<file path="src/hdl/bps_ram.sv">
// Generic single-write, single-read synchronous RAM with registered read data.
module bps_ram #(
  parameter int WIDTH = 8,
  parameter int DEPTH = 16
) (
  input  logic                     clk,
  input  logic                     we,
  input  logic [$clog2(DEPTH)-1:0] waddr,
  input  logic [WIDTH-1:0]         wdata,
  input  logic [$clog2(DEPTH)-1:0] raddr,
  output logic [WIDTH-1:0]         rdata
);

  logic [WIDTH-1:0] mem [DEPTH];
  logic [WIDTH-1:0] rdata_r;

  always_ff @(posedge clk) begin
    if (we) mem[waddr] <= wdata;
    rdata_r <= mem[raddr];
  end

  assign rdata = rdata_r;

endmodule

</file>
<file path="config.mk">
export PLATFORM = sky130hd
export DESIGN_NAME = bps_ram
export DESIGN_NICKNAME = d
export VERILOG_FILES = /design/src/hdl/bps_ram.sv
export SDC_FILE = /design/constraint.sdc
export NUM_CORES = 1
export LEC_CHECK = 0
export BUFFER_PORTS_ARGS = -buffer_cell sky130_fd_sc_hd__buf_4
export CORE_UTILIZATION = 54
export CTS_CLUSTER_SIZE = 12
export DETAILED_ROUTE_END_ITERATION = 8
export PLACE_DENSITY = 0.74
export SKIP_LAST_GASP = 1
export SYNTH_ARGS = -nofsm -noshare
export SYNTH_HDL_FRONTEND = slang
export SYNTH_SLANG_ARGS = --single-unit
</file>
<file path="constraint.sdc">
create_clock -name clk -period 1.75 [get_ports clk]
set_input_delay 0.2625 -clock clk [delete_from_list [all_inputs] [get_ports clk]]
set_output_delay 0.2625 -clock clk [all_outputs]
set_load 0.005 [all_outputs]
</file>
# Word level (Yosys, flattened, before mapping)

Memories as Yosys holds them, arrays and structs flattened. A register that Yosys moved wholly into a read port is not among the register bits.
Index checks and enable logic that the tools add are counted.

Output and inout port bits: 8
Logic and storage cells: 3
Input bits: 18
Bits in registers: 0
Bits in read-only memories: 0
Memories kept: 1
RAM bits: 128
Bits in latches: 0

Memories:

| memory | words | width | rd ports | clocked after Yosys merged registers in | wr ports | RTL line | source |
|---|---|---|---|---|---|---|---|
| mem    | 16    | 8     | 1        | 1                                       | 1        | 14       | `logic [WIDTH-1:0] mem [DEPTH];` |

Add/sub/neg operators: 0
Order comparisons: 0
Divide/modulo/power cells: 0
Eq/ne operators: 0
Reduce and logical (&&, ||, !) cells: 0
Bitwise gates (word level): 0
Multiply operators: 0
Shift operators: 0
Multiplexer cells: 2

Operators by type and width:

| cell              | number |
|---|---|
| two-way mux 1 bit | 2 |

# Logic depth before layout (Yosys ltp)

Depth after elaboration: 2
Depth in mapped cells: 5
Depth with buffers taken out: 3

# Worst setup path after synthesis

OpenSTA, ideal clock, no wires.

Path kind: input to register
From: input waddr[2]
To: memory mem[0][0] (enable)
Data arrival time: 1372 ps
Slack: -5 ps
Cell stages on the path: 2
Buffers on the path: 0
Library setup time: 383 ps
Data required time: 1367 ps
Cells stage by stage: or3b_2 > nor3_1

RTL lines:

| item        | RTL line | source |
|---|---|---|
| from (decl) | 8        | `input logic [$clog2(DEPTH)-1:0] waddr,` |
| to (decl)   | 14       |  |

No word-level cell before the write port.

==> out/qor.txt <==
Pin count of the biggest net entering global routing: 21
Area added between synthesis and finish: 20.6%
Worst r2r dst: rdata[5]
Mean post-synth cell area: 22.5 um2
Slew of the pin with the lowest slew margin: 0.407 ns
Setup TNS: 0 ns
Pwr Density: 1210 nW/um2
Initial drt markers: 171
Slew margin rel.: 0.729
Initial Util: 0.557
WL/cell: 21.2 um
Post-Syn Nets: 247
Antenna-violating nets left: 0
Max Clock Freq: 0.724 GHz
Seq cells post-synth: 136
Worst reg2reg path depth: 3
Die footprint: 9930 um2
Worst Setup Start Kind: register
Clock Path Buffers: 2
DRC violations left: 0
Post-synth cell types: 19
Critical path class: register to register
Vias in the first global route: 2,551
Commonest cells after routing, fill and taps aside: edfxtp_1 (128), buf_4 (44), mux4_2 (18), a22oi_1 (16), clkbuf_16 (16)
CP peak stage delay: 0.51 ns
Slack of the critical path: 0.369 ns
GRT Util Overall: 0.209
Die H: 99.6 um
Hpwl dp: 5810 um
First-pass GRT wire length: 14,200 um
Buf+Inv Stages, Crit Path: 0
CP Cell Sequence: mux4_1 > a22oi_1 > nand2_1
Critical path arrival: 1.77 ns
Combinational power share: 0.048
Ports: 26
Fin nets: 303
Max Slew Vio Count: 0
Final Wtd Congestion: 0.700
Worst Min Path Start: wdata[0]
Worst R2R Start: mem[2][5]
Leakage: 2.12 nW
H-tree levels: 4
Grt total ovfl: 0
Crit end category: register
Row cnt: 35
Tot Pwr: 7.50 mW
Finished Layout Cells: 427
P_int: 5.99 mW
IO buf count: 25
Worst-path clk slew: 0.06 ns
Final Setup Violations: 0
CP startpoint: mem[2][5]
WHS: 0.0512 ns
Top Family by Delay on Critical Path: multiplexers
# resized after CTS: 0
Cell count after placement: 395
Max-Cap Viols: 0
Core area: 9240 um2
CTS root buf: clkbuf_8
Worst path depth: 3
Pre-CTS setup slack: 0.114 ns
Unrepaired setup endpoints after global routing: no
Syn Std Cell Area: 5150 um2
Clock latency on the worst-skew pair: 0.51 ns
DRT Pass-1 Iters: 4
CTS tree: done
Reg2Reg Setup Slack: 0.37 ns
Commonest non-fill, non-tap cell in the layout: edfxtp_1
Horiz. Die Dim: 99.6 um
Crit path capture: rdata[5]
Cells after Synth: 229
Hold crit path type: input pin to register
Worst Skew: 0.00735 ns
Slowest CP cell: mux4_1
Hold Vio Cnt, Final: 0
Min Tclk post-route: 1.38 ns
Synth warn: 0
Total Wirelength: 9050 um
Hold Buf Count CTS: 0
Layout cells sized above 1: 0.329
Total CTS buffers: 17
Req. time, crit path: 2.14 ns
Clock Power Share: 0.464
Initial antenna violation count: 0
Sequential Power Share: 0.488
Crit Path Max Fanout: 1
Clock tree sinks: 136
# diodes: 0
Psw: 1.51 mW
Drt via density: 5.67
Post-synthesis sequential area ratio: 0.778
Peak supply drop: 726 uV
Switching Share: 0.202
Status: complete, no violations
Layout fillers: 594
Number of setup buffers added after CTS: 0
Vias post-DR: 2,420
Period utilization: 0.789
[sequential cells by signal, indices dropped and copies added (netlist names)]
register  count
mem         128
rdata         8
[kinds of logic (layout without fill, tap and decap cells)]
logic type / count (synthesis) / after routing / share of synthesized area
muxes: 32 / 32 / 0.150
DFF: 136 / 136 / 0.778
AOI/OAI and AO/OA: 16 / 16 / 0.0233
buffers and inverters: 10 / 79 / 0.0168
and+or+nand+nor: 35 / 35 / 0.0318
[synthesized netlist by cell type (all sizes together)]
| library cell | count | area [um2] |
|---|---|---|
| nand3 | 1 | 5.00 |
| and2b | 1 | 7.51 |
| nand2b | 2 | 12.5 |
| dfxtp | 8 | 160 |
| clkdlybuf4s25 | 3 | 30.0 |
| nand3b | 2 | 15.0 |
| mux4 | 32 | 773 |
| and2 | 1 | 6.26 |
| or3b | 1 | 8.76 |
| a22oi | 16 | 120 |
| nor2b | 1 | 6.26 |
| buf | 7 | 56.3 |
| nor3 | 4 | 20.0 |
| nor2 | 13 | 48.8 |
| edfxtp | 128 | 3840 |
| nand2 | 9 | 33.8 |
[how the worst min path moves through the flow]
stage | depth (start not counted) | endpoint | slack (ns)
after floorplan | 0 | mem[0][0] | 0.36
after global placement | 1 | mem[2][6] | 0.57
after detailed placement | 1 | mem[5][0] | 0.57
after global routing | 1 | mem[7][0] | 0.04
after CTS | 1 | mem[7][0] | 0.03
final | 1 | mem[7][0] | 0.05
[power by group through the flow]
stage / registers, mW / logic, mW / clock network (mW)
finish: 3.66 / 0.357 / 3.48
global route: 3.67 / 0.388 / 3.67
detailed placement: 3.73 / 0.363 / 0
CTS: 3.66 / 0.366 / 3.53
floorplan: 3.73 / 0.185 / 0
global placement: 3.73 / 0.354 / 0
[layout make-up]
cell class | count | area (um2) | share of cell area
multi-input combinational | 83 | 1060 | 0.171
sequential | 136 | 4000 | 0.645
tap | 129 | 161 | 0.0260
clock buffer | 17 | 414 | 0.0667
clock inverter | 15 | 178 | 0.0286
timing repair buffer | 47 | 390 | 0.0629
[layer usage]
layer	global-route usage	vias to the layer above	wire [um]
met1	0.265	1252	3700
met4	0.0837	0	38
met2	0.343	76	4820
met5	0	-	0
li1	-	1087	-
met3	0.0590	5	493
[stage by stage]
stage / utilization / instance area, um2
final: 0.672 / 6210
after global routing: 0.672 / 6210
after CTS: 0.672 / 6210
after detailed placement: 0.608 / 5620
after global placement: 0.608 / 5620
after floorplan: - / 5150
Note: power is estimated with default switching activity, not from simulation.
