## config.mk

```make
export PLATFORM = sky130hd
export DESIGN_NAME = bps_cfg
export DESIGN_NICKNAME = d
export VERILOG_FILES = /design/src/hdl/bps_pkg.sv /design/src/hdl/bps_cfg.sv
export SDC_FILE = /design/constraint.sdc
export NUM_CORES = 1
export LEC_CHECK = 0
export BUFFER_PORTS_ARGS = -buffer_cell sky130_fd_sc_hd__buf_2
export CORE_MARGIN = 5
export CORE_UTILIZATION = 25
export CTS_BUF_LIST = sky130_fd_sc_hd__clkbuf_8
export CTS_CLUSTER_SIZE = 14
export DETAILED_ROUTE_END_ITERATION = 10
export PLACE_DENSITY_LB_ADDON = 0.05
export SETUP_SLACK_MARGIN = 0.4
export SKIP_LAST_GASP = 1
export SYNTH_ARGS = -nofsm -noshare
export SYNTH_HDL_FRONTEND = slang
export SYNTH_SLANG_ARGS = --single-unit
```

## constraint.sdc

```tcl
create_clock -name clk -period 0.8 [get_ports clk]
set_input_delay 0.16 -clock clk [delete_from_list [all_inputs] [get_ports clk]]
set_output_delay 0.16 -clock clk [all_outputs]
set_load 0.05 [all_outputs]
```

## src/hdl/bps_pkg.sv

```systemverilog
// Shared constants, widths and a helper function of the bucketed priority stack.
package bps_pkg;

  localparam int CAPACITY  = 256;
  localparam int LEVELS    = 16;
  localparam int ELEM_BITS = 32;

  localparam int LVL_W  = 4;
  localparam int NODE_W = $clog2(CAPACITY);
  localparam int CNT_W  = $clog2(CAPACITY + 1);
  localparam int ERR_W  = 2;
  localparam int CFG_AW = 3;
  localparam int CFG_DW = 32;

  localparam logic [ERR_W-1:0] ERR_OK    = 2'd0;
  localparam logic [ERR_W-1:0] ERR_PRIO  = 2'd1;
  localparam logic [ERR_W-1:0] ERR_EMPTY = 2'd2;
  localparam logic [ERR_W-1:0] ERR_FULL  = 2'd3;

  localparam logic KIND_PUSH = 1'b0;
  localparam logic KIND_POP  = 1'b1;

  localparam logic REG_MAX_PRIO = 1'b0;

  typedef logic [LEVELS-1:0] level_mask_t;

  function automatic logic [LVL_W-1:0] highest(input level_mask_t v);
    logic [LVL_W-1:0] r;
    r = '0;
    for (int i = 0; i < LEVELS; i++) begin
      if (v[i]) r = LVL_W'(i);
    end
    return r;
  endfunction

endpackage

```

## src/hdl/bps_cfg.sv

```systemverilog
// APB-style configuration register file holding the maximum accepted priority.
module bps_cfg (
  input  logic                        clk,
  input  logic                        rst_n,
  input  logic                        psel,
  input  logic                        penable,
  input  logic                        pwrite,
  input  logic [bps_pkg::CFG_AW-1:0]  paddr,
  input  logic [bps_pkg::CFG_DW-1:0]  pwdata,
  output logic [bps_pkg::CFG_DW-1:0]  prdata,
  output logic                        pready,
  output logic [bps_pkg::LVL_W-1:0]   max_prio
);

  logic [bps_pkg::LVL_W-1:0] max_prio_r;
  logic [bps_pkg::LVL_W-1:0] max_prio_nxt;
  logic                      wr_en;

  assign pready = 1'b1;
  assign wr_en  = psel & penable & pwrite & pready;

  always_comb begin
    max_prio_nxt = max_prio_r;
    if (wr_en && paddr[2] == bps_pkg::REG_MAX_PRIO) begin
      max_prio_nxt = pwdata[bps_pkg::LVL_W-1:0];
    end
  end

  always_comb begin
    unique case (paddr[2])
      bps_pkg::REG_MAX_PRIO: prdata = bps_pkg::CFG_DW'(max_prio_r);
      default:               prdata = '0;
    endcase
  end

  always_ff @(posedge clk) begin
    if (!rst_n) begin
      max_prio_r <= '1;
    end else begin
      max_prio_r <= max_prio_nxt;
    end
  end

  assign max_prio = max_prio_r;

endmodule

```

-- After elaboration in Yosys (flattened, before gate mapping)
Cells that the tools add are included.
- register bits after elaboration: 4
- input port bits: 40
- output and inout port bits: 37
- word-level logic and storage cells: 6
- mux-type cells: 1
- bitwise logic cells: 3
- reduce and logical (&&, ||, !) cells: 1
- operator list (operator ; number):
    2-to-1 mux 4 bit ; 1
    bitwise AND 1 bit ; 2
    logical AND 1 bit ; 1
    inverter 1 bit ; 1

-- Longest topological paths before layout
- word-level depth: 3
- gate-level depth with buffers: 3

-- Worst setup path after synthesis
Ideal clock, no wire load.
- path kind: reg-to-output
- from: register max_prio_r, in the netlist max_prio[0]
- to: output port prdata[0] in the netlist's numbering
- data arrival time: 1010 ps
- data required time: 640 ps
- path slack: -370 ps
- stages on the path, launching flop included: 2
- path through: dfxtp_1 > and2b_2
- longest elaborated chain between the ends: 1
- ends and longest elaborated chain (what ; RTL line ; RTL):
    start, declared ; bps_cfg.sv:15 ; logic [bps_pkg::LVL_W-1:0] max_prio_r;
    start signal, assigned ; bps_cfg.sv:40 ; max_prio_r <= max_prio_nxt;
    2-to-1 mux 4 bit ; bps_cfg.sv:30 ; unique case (paddr[2])
    end, declared ; bps_cfg.sv:10 ; output logic [bps_pkg::CFG_DW-1:0] prdata,
No other way between the ends.

-- Worst setup path after layout
Same ends and word-level chain as after synthesis.

==> qor.txt <==
PLACE
-----------------------------------------------------------------------------------------
GPL Wtd Cong                                                                        0.626
Dpl cell area                                                                   460 sq um
Number of placed instances with taps included                                          92
Worst setup timing slack at the placement stage                                   -187 ps
Buffers added on ports                                                                 17
Post-detailed-placement half-perimeter wirelength                                  713 um

FINISH
-----------------------------------------------------------------------------------------
Total Nets Final                                                                      118
Layout area overhead                                                                44.1%
Share of layout cells above drive strength 1                                        0.461
Area of the multi-input gates                                                   250 sq um
Max reg flops                                                                           4
Antenna Diode Count                                                                     0
Summed area of non-filler cells in the final layout                             642 sq um
Number of fillers in the final layout                                                 179
Post-layout utilization of the core                                                 0.376
Non-filler instance count after layout                                                101
Seq. cell area                                                                 95.1 sq um

YOSYS
-----------------------------------------------------------------------------------------
List of most frequent post-synthesis cells                                   buf_4, nor2b_1, and2b_2, dfxtp_1, mux2i_1
Proportion of register bits with asynchronous set or reset after synthesis              0
Post-Synthesis Cells                                                                   53
Yosys warnings                                                                          0
Part of the Yosys area used for sequential elements                                 0.180
Largest area contributor in the netlist                                             buf_4
Number of enable flip-flop cells after synthesis                                        0
Average footprint of a synthesized cell                                        8.40 sq um
Most common flop cell mapped by yosys                                             dfxtp_1
Top cells by area in the synthesized netlist                                 buf_4, dfxtp_1, nor2b_1
Count of different cell masters after synthesis                                         8
Total standard cell area after synthesis                                        445 sq um
Area share of the largest cell type after synthesis                                 0.489
Most used standard cell by instance count after synthesis                           buf_4
FF+latch count, synth                                                                   4

ROUTE
-----------------------------------------------------------------------------------------
DRC                                                                                     0
Initial detailed-routing violation count                                                0
Post-route ant nets                                                                     0
Total wire length after detailed routing                                           876 um
Routed length per placed instance                                                 8.67 um
DR pass1 iterations                                                                     1
Vias per cell                                                                        3.05
Total number of vias                                                                  308

GLOBAL ROUTING
-----------------------------------------------------------------------------------------
GRT Resource Usage Total                                                           0.0580
Global route overflow                                                                   0
Initial antenna violation count                                                         0
Largest net degree at the start of global routing                                       9
First-pass GRT wire length                                                        1.08 mm
Number of global-route vias before repair                                             249

MIN PATH
-----------------------------------------------------------------------------------------
Endpoint with the worst hold slack                                            max_prio[1]
Worst hold path startpoint                                                      pwdata[1]
Min-Delay Path Class                                                               in2reg
Cell depth of the worst hold path                                                       3

TIMING
-----------------------------------------------------------------------------------------
Max Transition Viols Final                                                              0
Hold Fails Final Rpt                                                                    0
Ratio of final minimum period to clock period                                        1.26
Maximum clock frequency                                                         0.992 GHz
# setup viols final                                                                    11
RSZ-0062 raised after global routing                                                 true
Aggregate negative setup slack                                                   -1450 ps
Slack of the critical path                                                        -208 ps
Crit path time final                                                              1010 ps
Final setup skew                                                                     0 ps

SETUP PATH
-----------------------------------------------------------------------------------------
Worst Path Arrival                                                                 850 ps
Worst path required time                                                           640 ps
Kind of critical path                                                             reg2out
Slack of the worst reg-to-reg path                                                 -50 ps
Master of the slowest instance on the critical path                               dfxtp_4
Cell breakdown of the critical path                                          and2b_4 -> buf_6
Worst R2R Path Depth                                                                    4
Endpoint type of the worst setup path                                          output pin
Start of the worst register-to-register path                                  max_prio[2]
Worst setup SP type                                                             flip-flop
R2r endpoint                                                                  max_prio[2]
Critical path's largest stage delay                                                340 ps
Highest fanout seen on the critical path                                                3

FLOORPLAN
-----------------------------------------------------------------------------------------
DIE AREA                                                                       2730 sq um
Count of boundary I/O pins                                                             77
Standard-cell rows                                                                     15
Die Y-Extent                                                                      52.2 um
DIE WIDTH                                                                         52.2 um
Placeable core area                                                            1710 sq um
Effective utilization at floorplan                                                  0.261

CLOCK NETWORK
-----------------------------------------------------------------------------------------
H-tree levels                                                                           1
Number of sinks on the clock net                                                        4
Clock insertion delay at the later pin of the skew report                          210 ps
TritonCTS clock tree                                                                 done
Library cell used as clock root buffer                                           clkbuf_8
Hold buffers post-CTS                                                                   0
Buffer levels on the longest clock path                                                 2
Clock slew at reported path FFs                                                     30 ps
Clock buffer count from CTS                                                             3

JOB
-----------------------------------------------------------------------------------------
Max_cap viols                                                                           0

PWR
-----------------------------------------------------------------------------------------
Leak                                                                          0.000320 uW
Power density relative to cell area                                          1720 nW/um^2
Worst VDD drop                                                                   0.497 mV

STATUS
-----------------------------------------------------------------------------------------
Violations in the final reports                                              negative setup slack
Status                                                                       complete, but fails checks

## report_power, final
| part | switching (uW) | internal (uW) |
|---|---|---|
| sequential | 3.18 | 195 |
| clock | 93.9 | 320 |
| combinational | 393 | 97.9 |
| total | 490 | 613 |
## layer usage
| layer | wire length (um) | vias to the layer above | part of all wire | track usage |
|---|---|---|---|---|
| li1 | - | 150 | - | - |
| met1 | 265 | 133 | 0.30 | 0.0616 |
| met2 | 442 | 25 | 0.50 | 0.0816 |
| met3 | 168 | 0 | 0.19 | 0.0399 |
| met4 | 0 | 0 | 0 | 0.0383 |
| met5 | 0 | - | 0 | 0 |
## cells by family after synthesis
| family | count (synthesis) | share of synthesized area |
|---|---|---|
| and+or+nand+nor | 13 | 0.213 |
| muxes | 4 | 0.0899 |
| DFF | 4 | 0.180 |
| buffers and inverters | 30 | 0.500 |
| other | 2 | 0.0169 |
## metrics by stage
stage / hold slack [ps] / power, uW
floorplan: 325 / 712
global placement: 415 / 643
detailed placement: 428 / 642
CTS: 203 / 1110
global route: 206 / 1160
finish: 205 / 1100
## layout by cell type, fill, tap and decap left out
| master | Yosys | routed |
|---|---|---|
| and2b_4 | 0 | 4 |
| and4b_2 | 0 | 1 |
| buf_2 | 0 | 8 |
| buf_6 | 0 | 11 |
| buf_8 | 0 | 4 |
| clkbuf_8 | 0 | 3 |
| conb_1 | 2 | 29 |
| dfxtp_4 | 0 | 4 |
| mux2i_1 | 4 | 4 |
| nor2b_1 | 8 | 8 |
## how the worst max path moves through the flow
stage,slack (ps),cells after the start,end,from
2_1_floorplan,-60,1,prdata[0],max_prio[0]
3_3_place_gp,-170,3,max_prio[0],paddr[2]
3_5_place_dp,-190,3,max_prio[0],paddr[2]
4_1_cts,-220,2,prdata[3],max_prio[3]
5_1_grt,-230,2,prdata[1],max_prio[1]
6_report,-210,2,prdata[0],max_prio[0]
## worst max-delay path: cells and delay by family (launching register included)
kind,cells,cell delay (ps)
flip-flops,1,340
AND/OR/NAND/NOR,1,160
buffers and inverters,1,140
## what timing repair did
item / in CTS / in global routing
setup endpoints to repair: 12 / 12
hold endpoints to repair: 0 / 0
buffers inserted: 2 / 4
resized for setup: 22 / 7
## cell type report
| cell class | count | area share |
|---|---|---|
| multi-input cells | 46 | 0.390 |
| well taps | 25 | 0.0487 |
| flip-flops and latches | 4 | 0.148 |
| repair buffers | 23 | 0.349 |
| clock buffers | 3 | 0.0643 |
No activity file was read; power rests on OpenSTA's default activity.
